## src/sv/block_buffer_cache_lru_defines.svh

```systemverilog
// ---------------------------------------------------------------------------
// Assertion macros for the buffer cache block
// Checks compile away when SYNTHESIS is defined.
// ---------------------------------------------------------------------------
`ifndef BLOCK_BUFFER_CACHE_LRU_DEFINES_SVH
`define BLOCK_BUFFER_CACHE_LRU_DEFINES_SVH
`ifndef SYNTHESIS
`define BBC_ASSERT_IMP(label, clk, rst_n, ante, cons) \
    label: assert property (@(posedge clk) disable iff (!rst_n) (ante) |-> (cons)) \
        else $error("assertion failed");
`define BBC_ASSERT_NXT(label, clk, rst_n, ante, cons) \
    label: assert property (@(posedge clk) disable iff (!rst_n) (ante) |=> (cons)) \
        else $error("assertion failed");
`else
`define BBC_ASSERT_IMP(label, clk, rst_n, ante, cons)
`define BBC_ASSERT_NXT(label, clk, rst_n, ante, cons)
`endif
`endif

```

## src/sv/bbc_pkg.sv

```systemverilog
// ---------------------------------------------------------------------------
// bbc_pkg
// Types, constants and codes shared by the buffer cache modules.
// ---------------------------------------------------------------------------
package bbc_pkg;
    localparam int BufferCount = 16;
    localparam int IdxW  = $clog2(BufferCount);
    localparam int LinkW = $clog2(BufferCount + 1);
    localparam logic [LinkW-1:0] LinkNull = LinkW'(BufferCount);

    typedef enum logic [1:0] {
        OP_GET = 2'd0, OP_READ = 2'd1, OP_WRITE = 2'd2, OP_RELEASE = 2'd3
    } t_opcode;

    typedef enum logic [2:0] {
        ST_HIT = 3'd0, ST_MISS = 3'd1, ST_NO_FREE = 3'd2,
        ST_BUSY = 3'd3, ST_NOT_BUSY = 3'd4
    } t_status;

    typedef struct packed {
        logic [1:0]  opcode;
        logic [14:0] device;
        logic [30:0] block_number;
        logic [3:0]  buffer_index;
    } t_in;

    typedef struct packed {
        logic [3:0] result_buffer;
        logic [2:0] status;
        logic       need_fill;
    } t_out;

    typedef enum logic [2:0] {
        S_IDLE, S_SCAN, S_DECIDE, S_UNLINK, S_APPEND, S_DONE
    } t_state;

    // controller -> datapath
    typedef struct packed {
        logic load;       // capture request, clear scan
        logic scan_step;  // compare one tag, advance
        logic decide;     // pick buffer, set status
        logic unlink;     // take chosen buffer off the free list
        logic append;     // put buffer at tail
        logic out_load;   // load output register
    } t_cmd;

    // datapath -> controller
    typedef struct packed {
        logic scan_done;
        logic do_unlink;
        logic do_append;
    } t_sts;
endpackage

```

## src/sv/block_buffer_cache_lru.sv

```systemverilog
// ---------------------------------------------------------------------------
// block_buffer_cache_lru
// Buffer cache bookkeeping with an LRU free list of idle buffers.
// ---------------------------------------------------------------------------
// Usage:
//  - Input channel i_in_valid/o_in_ready carries one request transaction:
//    get, read, write or release. Output channel o_out_valid/i_out_ready
//    returns exactly one result transaction per request.
//  - Get/read walk the tag store one buffer per cycle, stopping at a hit
//    or after the last of the 16 buffers, then a decide state and at most
//    one list-update state. Write/release skip the scan.
//  - One request is in flight at a time; a new request is taken only
//    after the previous result has been loaded into the output register.
//  - Results sit in an output register; a finished request waits in the
//    done state while the receiver stalls, and no new request is taken.
//  - Reset (synchronous, active low) empties the tags and marks and sets
//    the free list to 0..15 in order; no clearing pass is needed.
//  - An empty free list on a miss returns the no-free status rather
//    than waiting.
// ---------------------------------------------------------------------------
module block_buffer_cache_lru (
    input  logic          i_clk,
    input  logic          i_rst_n,
    input  logic          i_in_valid,
    output logic          o_in_ready,
    input  bbc_pkg::t_in  i_in,
    output logic          o_out_valid,
    input  logic          i_out_ready,
    output bbc_pkg::t_out o_out
);
    import bbc_pkg::*;

    t_cmd w_cmd;
    t_sts w_sts;
    logic w_out_free;

    // sequencer
    bbc_ctrl u_ctrl (
        .i_clk      (i_clk),
        .i_rst_n    (i_rst_n),
        .i_in_valid (i_in_valid),
        .o_in_ready (o_in_ready),
        .i_out_free (w_out_free),
        .i_sts      (w_sts),
        .o_cmd      (w_cmd)
    );

    // tag store, free list, result register
    bbc_datapath u_dp (
        .i_clk       (i_clk),
        .i_rst_n     (i_rst_n),
        .i_in        (i_in),
        .i_cmd       (w_cmd),
        .o_sts       (w_sts),
        .o_out_free  (w_out_free),
        .o_out_valid (o_out_valid),
        .i_out_ready (i_out_ready),
        .o_out       (o_out)
    );
endmodule

```

## src/sv/bbc_ctrl.sv

```systemverilog
// ---------------------------------------------------------------------------
// bbc_ctrl
// Sequencer for lookup, list update and result hand-off.
// ---------------------------------------------------------------------------
`include "block_buffer_cache_lru_defines.svh"
module bbc_ctrl (
    input  logic          i_clk,
    input  logic          i_rst_n,
    input  logic          i_in_valid,
    output logic          o_in_ready,
    input  logic          i_out_free,
    input  bbc_pkg::t_sts i_sts,
    output bbc_pkg::t_cmd o_cmd
);
    import bbc_pkg::*;

    t_state r_state, n_state;

    always_ff @(posedge i_clk) begin
        if (!i_rst_n) begin
            r_state <= S_IDLE;
        end else begin
            r_state <= n_state;
        end
    end

    always_comb begin
        n_state    = r_state;
        o_cmd      = '0;
        o_in_ready = 1'b0;
        case (r_state)
            S_IDLE: begin
                o_in_ready = 1'b1;
                if (i_in_valid) begin
                    o_cmd.load = 1'b1;
                    n_state    = S_SCAN;
                end
            end
            S_SCAN: begin
                o_cmd.scan_step = 1'b1;
                if (i_sts.scan_done) n_state = S_DECIDE;
            end
            S_DECIDE: begin
                o_cmd.decide = 1'b1;
                if (i_sts.do_unlink)      n_state = S_UNLINK;
                else if (i_sts.do_append) n_state = S_APPEND;
                else                      n_state = S_DONE;
            end
            S_UNLINK: begin
                o_cmd.unlink = 1'b1;
                n_state      = S_DONE;
            end
            S_APPEND: begin
                o_cmd.append = 1'b1;
                n_state      = S_DONE;
            end
            S_DONE: begin
                if (i_out_free) begin
                    o_cmd.out_load = 1'b1;
                    n_state        = S_IDLE;
                end
            end
            default: n_state = S_IDLE;
        endcase
    end

    `BBC_ASSERT_IMP(a_ready_idle, i_clk, i_rst_n, o_in_ready, r_state == S_IDLE)
    `BBC_ASSERT_NXT(a_load_scan, i_clk, i_rst_n, o_cmd.load, r_state == S_SCAN)
    `BBC_ASSERT_IMP(a_out_done, i_clk, i_rst_n, o_cmd.out_load, i_out_free)
endmodule

```

## src/sv/bbc_datapath.sv

```systemverilog
// ---------------------------------------------------------------------------
// bbc_datapath
// Tag store, marks, LRU free list and output register.
// ---------------------------------------------------------------------------
`include "block_buffer_cache_lru_defines.svh"
module bbc_datapath (
    input  logic          i_clk,
    input  logic          i_rst_n,
    input  bbc_pkg::t_in  i_in,
    input  bbc_pkg::t_cmd i_cmd,
    output bbc_pkg::t_sts o_sts,
    output logic          o_out_free,
    output logic          o_out_valid,
    input  logic          i_out_ready,
    output bbc_pkg::t_out o_out
);
    import bbc_pkg::*;

    // tags: undefined until written, no reset
    logic [14:0]      r_tdev [BufferCount];
    logic [30:0]      r_tblk [BufferCount];
    logic [BufferCount-1:0] r_tval, r_busy, r_vmark;
    logic [LinkW-1:0] r_next [BufferCount];
    logic [LinkW-1:0] r_prev [BufferCount];
    logic [LinkW-1:0] r_head, r_tail;

    t_in              r_req;
    logic [LinkW-1:0] r_scan;
    logic             r_found;
    logic [IdxW-1:0]  r_hit;
    logic [IdxW-1:0]  r_buf;
    logic [2:0]       r_status;
    logic             r_fill;
    logic             r_out_valid;
    t_out             r_out;

    logic [IdxW-1:0]  w_sidx;
    logic [IdxW-1:0]  w_bidx;
    logic             w_match;
    logic             w_rel_ok;
    logic [LinkW-1:0] w_p, w_n;

    assign w_sidx  = r_scan[IdxW-1:0];
    assign w_bidx  = r_req.buffer_index[IdxW-1:0];
    assign w_match = r_tval[w_sidx] && r_tdev[w_sidx] == r_req.device
                     && r_tblk[w_sidx] == r_req.block_number;
    assign w_rel_ok = ({1'b0, r_req.buffer_index} < LinkW'(BufferCount))
                      && r_busy[w_bidx];
    assign w_p = r_prev[r_buf];
    assign w_n = r_next[r_buf];

    assign o_sts.scan_done = r_req.opcode[1] || r_found
                             || (r_scan == LinkW'(BufferCount - 1)) || w_match;
    assign o_sts.do_unlink = !r_req.opcode[1]
                             && (r_found ? !r_busy[r_hit] : (r_head != LinkNull));
    assign o_sts.do_append = r_req.opcode[1] && w_rel_ok;

    always_ff @(posedge i_clk) begin
        if (!i_rst_n) begin
            r_tval      <= '0;
            r_busy      <= '0;
            r_vmark     <= '0;
            r_head      <= '0;
            r_tail      <= LinkW'(BufferCount - 1);
            r_out_valid <= 1'b0;
            for (int i = 0; i < BufferCount; i++) begin
                r_next[i] <= LinkW'(i + 1);
                r_prev[i] <= (i == 0) ? LinkNull : LinkW'(i - 1);
            end
        end else begin
            if (i_cmd.out_load)                r_out_valid <= 1'b1;
            else if (r_out_valid && i_out_ready) r_out_valid <= 1'b0;
            if (i_cmd.load) begin
                r_req   <= i_in;
                r_scan  <= '0;
                r_found <= 1'b0;
            end
            if (i_cmd.scan_step && !r_found && !r_req.opcode[1]) begin
                if (w_match) begin
                    r_found <= 1'b1;
                    r_hit   <= w_sidx;
                end else if (r_scan != LinkW'(BufferCount - 1)) begin
                    r_scan <= r_scan + 1'b1;
                end
            end
            if (i_cmd.decide) begin
                r_fill <= 1'b0;
                if (r_req.opcode[1]) begin
                    r_buf    <= w_bidx;
                    r_status <= w_rel_ok ? ST_HIT : ST_NOT_BUSY;
                    if (w_rel_ok) begin
                        r_busy[w_bidx] <= 1'b0;
                        if (r_req.opcode == OP_WRITE) r_vmark[w_bidx] <= 1'b1;
                    end
                end else if (r_found) begin
                    r_buf <= r_hit;
                    if (r_busy[r_hit]) begin
                        r_status <= ST_BUSY;
                    end else begin
                        r_status      <= ST_HIT;
                        r_busy[r_hit] <= 1'b1;
                        if (r_req.opcode == OP_READ) begin
                            r_fill         <= !r_vmark[r_hit];
                            r_vmark[r_hit] <= 1'b1;
                        end
                    end
                end else if (r_head == LinkNull) begin
                    r_buf    <= '0;
                    r_status <= ST_NO_FREE;
                end else begin
                    r_buf                     <= r_head[IdxW-1:0];
                    r_status                  <= ST_MISS;
                    r_busy[r_head[IdxW-1:0]]  <= 1'b1;
                    r_tval[r_head[IdxW-1:0]]  <= 1'b1;
                    r_tdev[r_head[IdxW-1:0]]  <= r_req.device;
                    r_tblk[r_head[IdxW-1:0]]  <= r_req.block_number;
                    r_vmark[r_head[IdxW-1:0]] <= (r_req.opcode == OP_READ);
                    r_fill                    <= (r_req.opcode == OP_READ);
                end
            end
            if (i_cmd.unlink) begin
                if (w_p != LinkNull) r_next[w_p[IdxW-1:0]] <= w_n;
                else                 r_head <= w_n;
                if (w_n != LinkNull) r_prev[w_n[IdxW-1:0]] <= w_p;
                else                 r_tail <= w_p;
                r_next[r_buf] <= LinkNull;
                r_prev[r_buf] <= LinkNull;
            end
            if (i_cmd.append) begin
                r_prev[r_buf] <= r_tail;
                r_next[r_buf] <= LinkNull;
                if (r_tail != LinkNull) r_next[r_tail[IdxW-1:0]] <= {1'b0, r_buf};
                else                    r_head <= {1'b0, r_buf};
                r_tail <= {1'b0, r_buf};
            end
        end
    end

    always_ff @(posedge i_clk) begin
        if (i_cmd.out_load) begin
            r_out.result_buffer <= 4'(r_buf);
            r_out.status        <= r_status;
            r_out.need_fill     <= r_fill;
        end
    end

    assign o_out_free  = !r_out_valid || i_out_ready;
    assign o_out_valid = r_out_valid;
    assign o_out       = r_out;

    `BBC_ASSERT_IMP(a_busy_unlink, i_clk, i_rst_n, i_cmd.unlink, r_busy[r_buf])
    `BBC_ASSERT_IMP(a_append_idle, i_clk, i_rst_n, i_cmd.append, !r_busy[r_buf])
    `BBC_ASSERT_IMP(a_head_idle, i_clk, i_rst_n, r_head != LinkNull,
                    !r_busy[r_head[IdxW-1:0]] || i_cmd.unlink)
endmodule

```

## config.mk

```make
export PLATFORM = sky130hd
export DESIGN_NAME = block_buffer_cache_lru
export DESIGN_NICKNAME = d
export VERILOG_FILES = /design/src/sv/bbc_pkg.sv /design/src/sv/block_buffer_cache_lru.sv /design/src/sv/bbc_ctrl.sv /design/src/sv/bbc_datapath.sv
export VERILOG_INCLUDE_DIRS = /design/src /design/src/sv
export SDC_FILE = /design/constraint.sdc
export NUM_CORES = 1
export LEC_CHECK = 0
export ABC_AREA = 1
export BUFFER_PORTS_ARGS = -buffer_cell sky130_fd_sc_hd__buf_2
export CORE_MARGIN = 2
export CORE_UTILIZATION = 40
export CTS_CLUSTER_SIZE = 10
export DETAILED_ROUTE_END_ITERATION = 16
export GPL_ROUTABILITY_DRIVEN = 0
export HOLD_SLACK_MARGIN = 0.12
export SLEW_MARGIN = 25
export SYNTH_ARGS = -nofsm -noshare
export SYNTH_HDL_FRONTEND = slang
export SYNTH_SLANG_ARGS = --single-unit
export TNS_END_PERCENT = 100
```

## constraint.sdc

```tcl
create_clock -name i_clk -period 5.7 [get_ports i_clk]
set_clock_uncertainty 0.1 [all_clocks]
set_input_delay 0.57 -clock i_clk [delete_from_list [all_inputs] [get_ports i_clk]]
set_output_delay 0.57 -clock i_clk [all_outputs]
set_load 0.01 [all_outputs]
```

==> results.json, run 1 <==
{
  "maxSlewHeadroom_pct": 27.9,
  "yosysWarnings": 0,
  "core-area_um2": 116000,
  "first_pass_iters": 5,
  "first_global_vias": 32400,
  "critPathCaptureType": "flop",
  "min_to": "u_ctrl.r_state[1]$_SDFFE_PN0P_",
  "p_leak_uw": 0.0198,
  "min_path_cells": 5,
  "die_x_um": 346,
  "synth.avg_cell_area_um2": 9.77,
  "wire_per_inst_um": 20.0,
  "met1_usage_pct": 29.5,
  "crit_top_cell": "nand2_1",
  "start_kind": "flop",
  "grtUsageTotal_pct": 21.1,
  "antenna_found_initial": 0,
  "port_buffers": 65,
  "row_count": 125,
  "final-max-slew-violation-count": 0,
  "clock-sinks": 1044,
  "fmax_mhz": 248,
  "fin_nets": 4903,
  "final-hold-violation-count": 0,
  "use_met2_pct": 33.9,
  "vias_per_cell": 5.31,
  "syn_nets": 4846,
  "critPathMaxStageDelay_ns": 0.77,
  "setup_viol_count_final": 0,
  "syn-instance-count": 4789,
  "post-route-drc-count": 0,
  "io_pins": 66,
  "post-dp-hpwl_mm": 70.6,
  "crit_fanout": 134,
  "cts_buffers": 119,
  "maxCapViolCount": 0,
  "cts_tree": "yes",
  "place_ws_ns": 1.69,
  "worstHoldPathType": "input pin to flop",
  "cts_buffer_depth": 3,
  "crit_required_ns": 5.95,
  "placed_cells_incl_taps": 6194,
  "r2r_setup_slack_ns": 1.67,
  "routed_wl_mm": 129,
  "grt_busiest_layer": "met2",
  "tightest_slew_ns": 1.08,
  "slowest_stage": "dfxtp_4",
  "grt_overflow_total": 0,
  "vias": 34200,
  "status": "complete, no violations",
  "synth_top_flop_cell": "edfxtp_1",
  "dieArea_um2": 120000,
  "synthDistinctLibCells": 50,
  "finalCritPeriodShare_pct": 70.7,
  "antenna_cells": 0,
  "period_needed_ns": 4.03,
  "postCtsSetupRepairBufs": 0,
  "die_y_um": 346,
  "synth_edf_count": 894,
  "async_reset_ff_share_pct": 0,
  "area_delta_synth_final_pct": 12.0,
  "clk_latency_ns": 0.71,
  "cts_max_level": 3,
  "rsz0062_at_grt": "false",
  "use_met3_pct": 3.04,
  "yosysSeqAreaShare_pct": 63.8,
  "antenna_left": 0,
  "drive_gt1_share_pct": 7.87,
  "fin_area_um2": 52400,
  "power_density_nw_per_um2": 340,
  "stdcell_count": 6431,
  "ys_seq_elements": 1044,
  "cts_resized": 0,
  "fin_setup_tns_ns": 0,
  "syn_area_um2": 46800,
  "worstHoldStart": "i_in_valid",
  "ff2ff_path_depth": 15,
  "rr_endpoint": "u_dp.r_hit[3]$_DFFE_PP_",
  "max-vdd-ir-drop_v": 0.000235,
  "crit_path_cell_trace": "inv_8, buf_4, nor2_1, o21ai_0, nand3_1, nand3_1, nand2_1, nand2_1, nand2_1, nand2_1, nor2_1, nand2_1, nor2_2, nand4_1, nor2_1",
  "cts_root_buffer": "clkbuf_16",
  "path_clk_slew_ns": 0.06,
  "grt_max_degree": 177,
  "crit_arrival_ns": 4.28,
  "grt_pass1_wl_mm": 196,
  "setup_slack_ns": 1.67,
  "drtIter0Drc": 3721,
  "critPathKind": "flop to flop",
  "initial_utilization_pct": 40.3,
  "placed_area_um2": 48400
}
## cells in the mapped netlist, drive strengths merged (7+ instances only)
library cell	instances	share of area (%)
o21ai	371	4.0
clkbuf	99	0.79
a22oi	8	0.13
nand3	480	5.2
nand4	15	0.21
inv	459	3.7
nand3b	16	0.26
clkinv	7	0.056
dfxtp	150	6.4
a311oi	8	0.15
nand2	1224	9.9
o221ai	9	0.17
o22ai	43	0.58
buf	150	2.1
nor3	24	0.27
a21oi	163	1.8
edfxtp	894	57
o211ai	109	1.7
nor2	526	4.5
## flip-flops by register name, summed over array words and instances (netlist names), 8 cells and up, named ones only
name,count
u_dp.r_tdev,240
u_dp.r_tval,16
u_dp.r_req,48
u_dp.r_tblk,496
u_dp.r_vmark,16
u_dp.r_prev,80
u_dp.r_busy,16
u_dp.o_out,8
u_dp.r_next,80
## cells in the final DEF (no fill, tap or decap), types with 14 or more instances in the layout
cell and n:
nor3_1 23, o22ai_1 43, nor2_1 475, nand3_1 476
inv_1 432, nor2_4 25, o211ai_1 109, o21ai_1 37
clkbuf_1 41, inv_2 23, nor2_2 25, nand4_1 14
o21ai_0 333, clkbuf_16 122, a21oi_1 160, dlygate4sd3_1 53
dfxtp_1 145, edfxtp_1 894, buf_4 60, nand2_1 1209
buf_2 65, nand3b_1 16
## critical path, delay by kind of cell, from the launching register on
kind                   cells  cell delay (ns)
AOI/OAI and AO/OA          1             0.08
buffers and inverters      2             0.83
DFF                        1             0.77
and+or+nand+nor           12             1.77
## kinds of logic (layout without fill, tap and decap cells)
| logic type | count (synthesis) | count (layout) | share of synthesized area, % |
|---|---|---|---|
| adder cells (fa/ha/maj) | 1 | 1 | 0.0267 |
| XOR/XNOR | 5 | 5 | 0.0936 |
| AO/OA/AOI/OAI | 733 | 733 | 8.93 |
| AND/OR/NAND/NOR | 2291 | 2291 | 20.5 |
| buffers and inverters | 715 | 833 | 6.67 |
| flip-flops | 1044 | 1044 | 63.8 |
## routing by layer
| metal | vias to the layer above | share of wire (%) |
|---|---|---|
| met2 | 1271 | 47 |
| met5 | - | 0 |
| met3 | 199 | 7.1 |
| li1 | 16300 | - |
| met1 | 16400 | 44 |
| met4 | 0 | 2.4 |
## final cells by class
type                       count  area [um2]
multi-input combinational   3030       13900
timing repair buffer         185        1460
clock buffer                 169        3290
tap                         1524        1910
inverter                     466        1770
sequential                  1044       29900
fill                       10900       63700
clock inverter                13         138
## how the worst max path moves through the flow
stage | endpoint | from | slack (ns)
global placement | u_dp.r_hit[0]$_DFFE_PP_ | flop | 1.74
finish | u_dp.r_hit[3]$_DFFE_PP_ | flop | 1.67
global route | u_dp.r_hit[3]$_DFFE_PP_ | flop | 1.33
CTS | u_dp.r_hit[1]$_DFFE_PP_ | flop | 1.64
detailed placement | u_dp.r_hit[2]$_DFFE_PP_ | flop | 1.69
floorplan | u_dp.r_tblk[14][0]$_DFFE_PP_ | i_rst_n | 1.10
## power by group
part,internal (uW),total [uW],switching [uW]
logic,673,2310,1640
clock network,3980,6920,2940
registers,8390,8570,189
total,13000,17800,4770
## metrics by stage
stage / util [%] / hold WS (ns) / total power (uW)
global placement: 41.7 / 0.306 / 11000
floorplan: - / 0.300 / 10300
detailed placement: 41.7 / 0.310 / 11000
finish: 45.1 / 0.216 / 17800
global route: 45.1 / 0.214 / 18500
CTS: 45.1 / 0.183 / 17900
## timing repair
action	4_1_cts	5_1_grt
hold buffers	53	0
endpoints found under the setup margin	0	0
endpoints found under the hold margin	53	0
(Power assumes the default switching activity.)
==> run 2, diff against run 1 <==
- clock period: 5.7 -> 3.9 ns (I/O delays scaled with it)
==> run 2 against run 1 <==
Net effect: clock power is 45% higher; clock-buffer cell count shrank 3; combinational power increased by 54%; setup slack worse by 1.4 ns; die area did not move; via count up 0.80%; cell area rose by 1.2%; core utilization grew 0.55 points; non-clock buffer count up 46; maximum frequency up 10%; critical endpoint is now u_ctrl.r_state[1]$_SDFFE_PN0P_; largest cell class unchanged.
==> results.json, run 2 (synthesized netlist as in run 1, its figures left out) <==
{
  "final_common_cell": "nand2_1",
  "wl_met1_mm": 54.9,
  "ff_latch_area_um2": 29900,
  "worstHoldStart": "i_in[23]",
  "grt_max_degree": 130,
  "cts_tree": "yes",
  "cts_buffer_depth": 3,
  "place_ws_ns": 0.483,
  "wl_met2_mm": 61.1,
  "route.met3.wl_mm": 8.73,
  "worst-path-buf-inv": 4,
  "antenna_found_initial": 1,
  "io_pins": 66,
  "ff2ff_path_depth": 20,
  "crit_arrival_ns": 4.22,
  "crit_family": "simple AND/OR/NAND/NOR gates",
  "vias": 34400,
  "period_needed_ns": 3.65,
  "wire_per_inst_um": 19.9,
  "fin_nets": 4949,
  "fmax_mhz": 274,
  "die_y_um": 346,
  "setup_slack_ns": 0.251,
  "drive_gt1_share_pct": 8.64,
  "nFillCells": 10900,
  "grt_overflow_total": 0,
  "power_density_nw_per_um2": 491,
  "min_path_cells": 2,
  "port_buffers": 65,
  "post-route-drc-count": 0,
  "final-hold-violation-count": 0,
  "setup_viol_count_final": 0,
  "final_cell_mix": "nand2_1 (1209), edfxtp_1 (894), nand3_1 (476)",
  "multi_input_area_um2": 14000,
  "p_leak_uw": 0.0201,
  "min_to": "u_dp.r_req[23]$_DFFE_PP_",
  "first_pass_iters": 5,
  "critPathKind": "flop to flop",
  "finish.utilization_pct": 45.7,
  "critPathMaxStageDelay_ns": 0.54,
  "cts_max_level": 3,
  "max-vdd-ir-drop_v": 0.000369,
  "clock-sinks": 1044,
  "maxSlewHeadroom_pct": 37.1,
  "crit_fanout": 61,
  "slowest_stage": "dlygate4sd3_1",
  "cts_buffers": 119,
  "rsz0062_at_grt": "false",
  "postCtsSetupRepairBufs": 0,
  "final-max-slew-violation-count": 0,
  "die_x_um": 346,
  "antenna_cells": 0,
  "drtIter0Drc": 3557,
  "finalCritPeriodShare_pct": 93.6,
  "antenna_left": 0,
  "initial_utilization_pct": 40.3,
  "tightest_slew_ns": 0.944,
  "grt_pass1_wl_mm": 197,
  "maxCapViolCount": 0,
  "dieArea_um2": 120000,
  "core-area_um2": 116000,
  "r2r_setup_slack_ns": 0.25,
  "crit_path_cell_trace": "clkinv_8, buf_4, nand2_1, nand2_1, nand2_1, nand3_1, nand3_1, nand2_1, nand2_1, nand2_1, inv_1, nand2_1, nor2_1, nand2_1, nor2_2, nand3_4, nand2_2, nand4_1, nor2_1, dlygate4sd3_1",
  "post-dp-hpwl_mm": 73.4,
  "largest_register_ffs": 496,
  "grtUsageTotal_pct": 21.2,
  "vias_per_cell": 5.32,
  "critPathCaptureType": "flop",
  "status": "complete, no violations",
  "hold_ws_ns": 0.285,
  "crit_required_ns": 4.47,
  "crit_top_cell": "nand2_1",
  "worstHoldPathType": "input pin to flop",
  "routed_wl_mm": 129,
  "routed.top_layer": "met4",
  "cts_root_buffer": "clkbuf_16",
  "row_count": 125,
  "first_global_vias": 33000,
  "start_kind": "flop",
  "area_delta_synth_final_pct": 13.3,
  "rr_endpoint": "u_ctrl.r_state[1]$_SDFFE_PN0P_",
  "clk_latency_ns": 0.72,
  "path_clk_slew_ns": 0.06
}
==> run 2: cell types whose count changed in the layout (fill, tap and decap cells not counted), moves of 2 or more <==
cell / before / now
clkbuf_8: 6 / 4
inv_6: 1 / 3
buf_4: 60 / 75
buf_12: 5 / 34
buf_16: 2 / 0
dlygate4sd3_1: 53 / 57
==> run 2: worst reg2reg max path: cells and delay by family (launching register included) <==
| family | cells | cell delay, ns |
|---|---|---|
| and+or+nand+nor | 16 | 1.72 |
| buffers and inverters | 4 | 1.30 |
| DFF | 1 | 0.47 |
==> run 2: repair_timing <==
action | CTS | global route
endpoints found under the hold margin | 57 | 0
hold buffers | 57 | 0
gates resized for setup | 0 | 2
setup endpoints to repair | 0 | 1
==> run 2: power by group <==
| part | internal (uW) | switching (uW) | total (uW) |
|---|---|---|---|
| registers | 12300 | 208 | 12500 |
| clock network | 5710 | 4290 | 10000 |
| logic | 1070 | 2470 | 3550 |
| total | 19000 | 6970 | 26000 |
==> run 2: how the worst max path moves through the flow <==
stage | cells past startpoint | end | slack (ns) | startpoint
after global routing | 18 | u_ctrl.r_state[1]$_SDFFE_PN0P_ | 0.03 | flop
after CTS | 19 | u_ctrl.r_state[1]$_SDFFE_PN0P_ | 0.19 | flop
after floorplan | 6 | u_dp.r_tblk[14][0]$_DFFE_PP_ | -0.52 | i_rst_n
after detailed placement | 16 | u_dp.r_hit[3]$_DFFE_PP_ | 0.48 | flop
after global placement | 16 | u_dp.r_hit[1]$_DFFE_PP_ | 0.54 | flop
final | 20 | u_ctrl.r_state[1]$_SDFFE_PN0P_ | 0.25 | flop
==> run 2: layout make-up <==
class	count	share of cell area (%)
clock inverters	14	0.238
inverters	466	3.35
clock buffers	166	6.14
multi-input cells	3030	26.3
repair buffers	231	4.04
well taps	1524	3.60
flip-flops and latches	1044	56.3
==> run 2: per-stage QoR <==
stage / cell area, um2 / total power, uW / std cells / setup TNS [ns]
after CTS: 53000 / 26200 / 6475 / 0
after global placement: 49100 / 16100 / 6238 / 0
after global routing: 53000 / 27100 / 6475 / 0
after floorplan: 46800 / 15100 / 4789 / -384.33
after detailed placement: 49100 / 16200 / 6238 / 0
final: 53000 / 26000 / 6475 / 0
==> run 2: routing by layer <==
layer,vias to the layer above,GRT usage (%)
li1,16400,-
met1,16400,28.7
met2,1321,35.0
met3,283,2.86
met4,0,7.90
met5,-,0
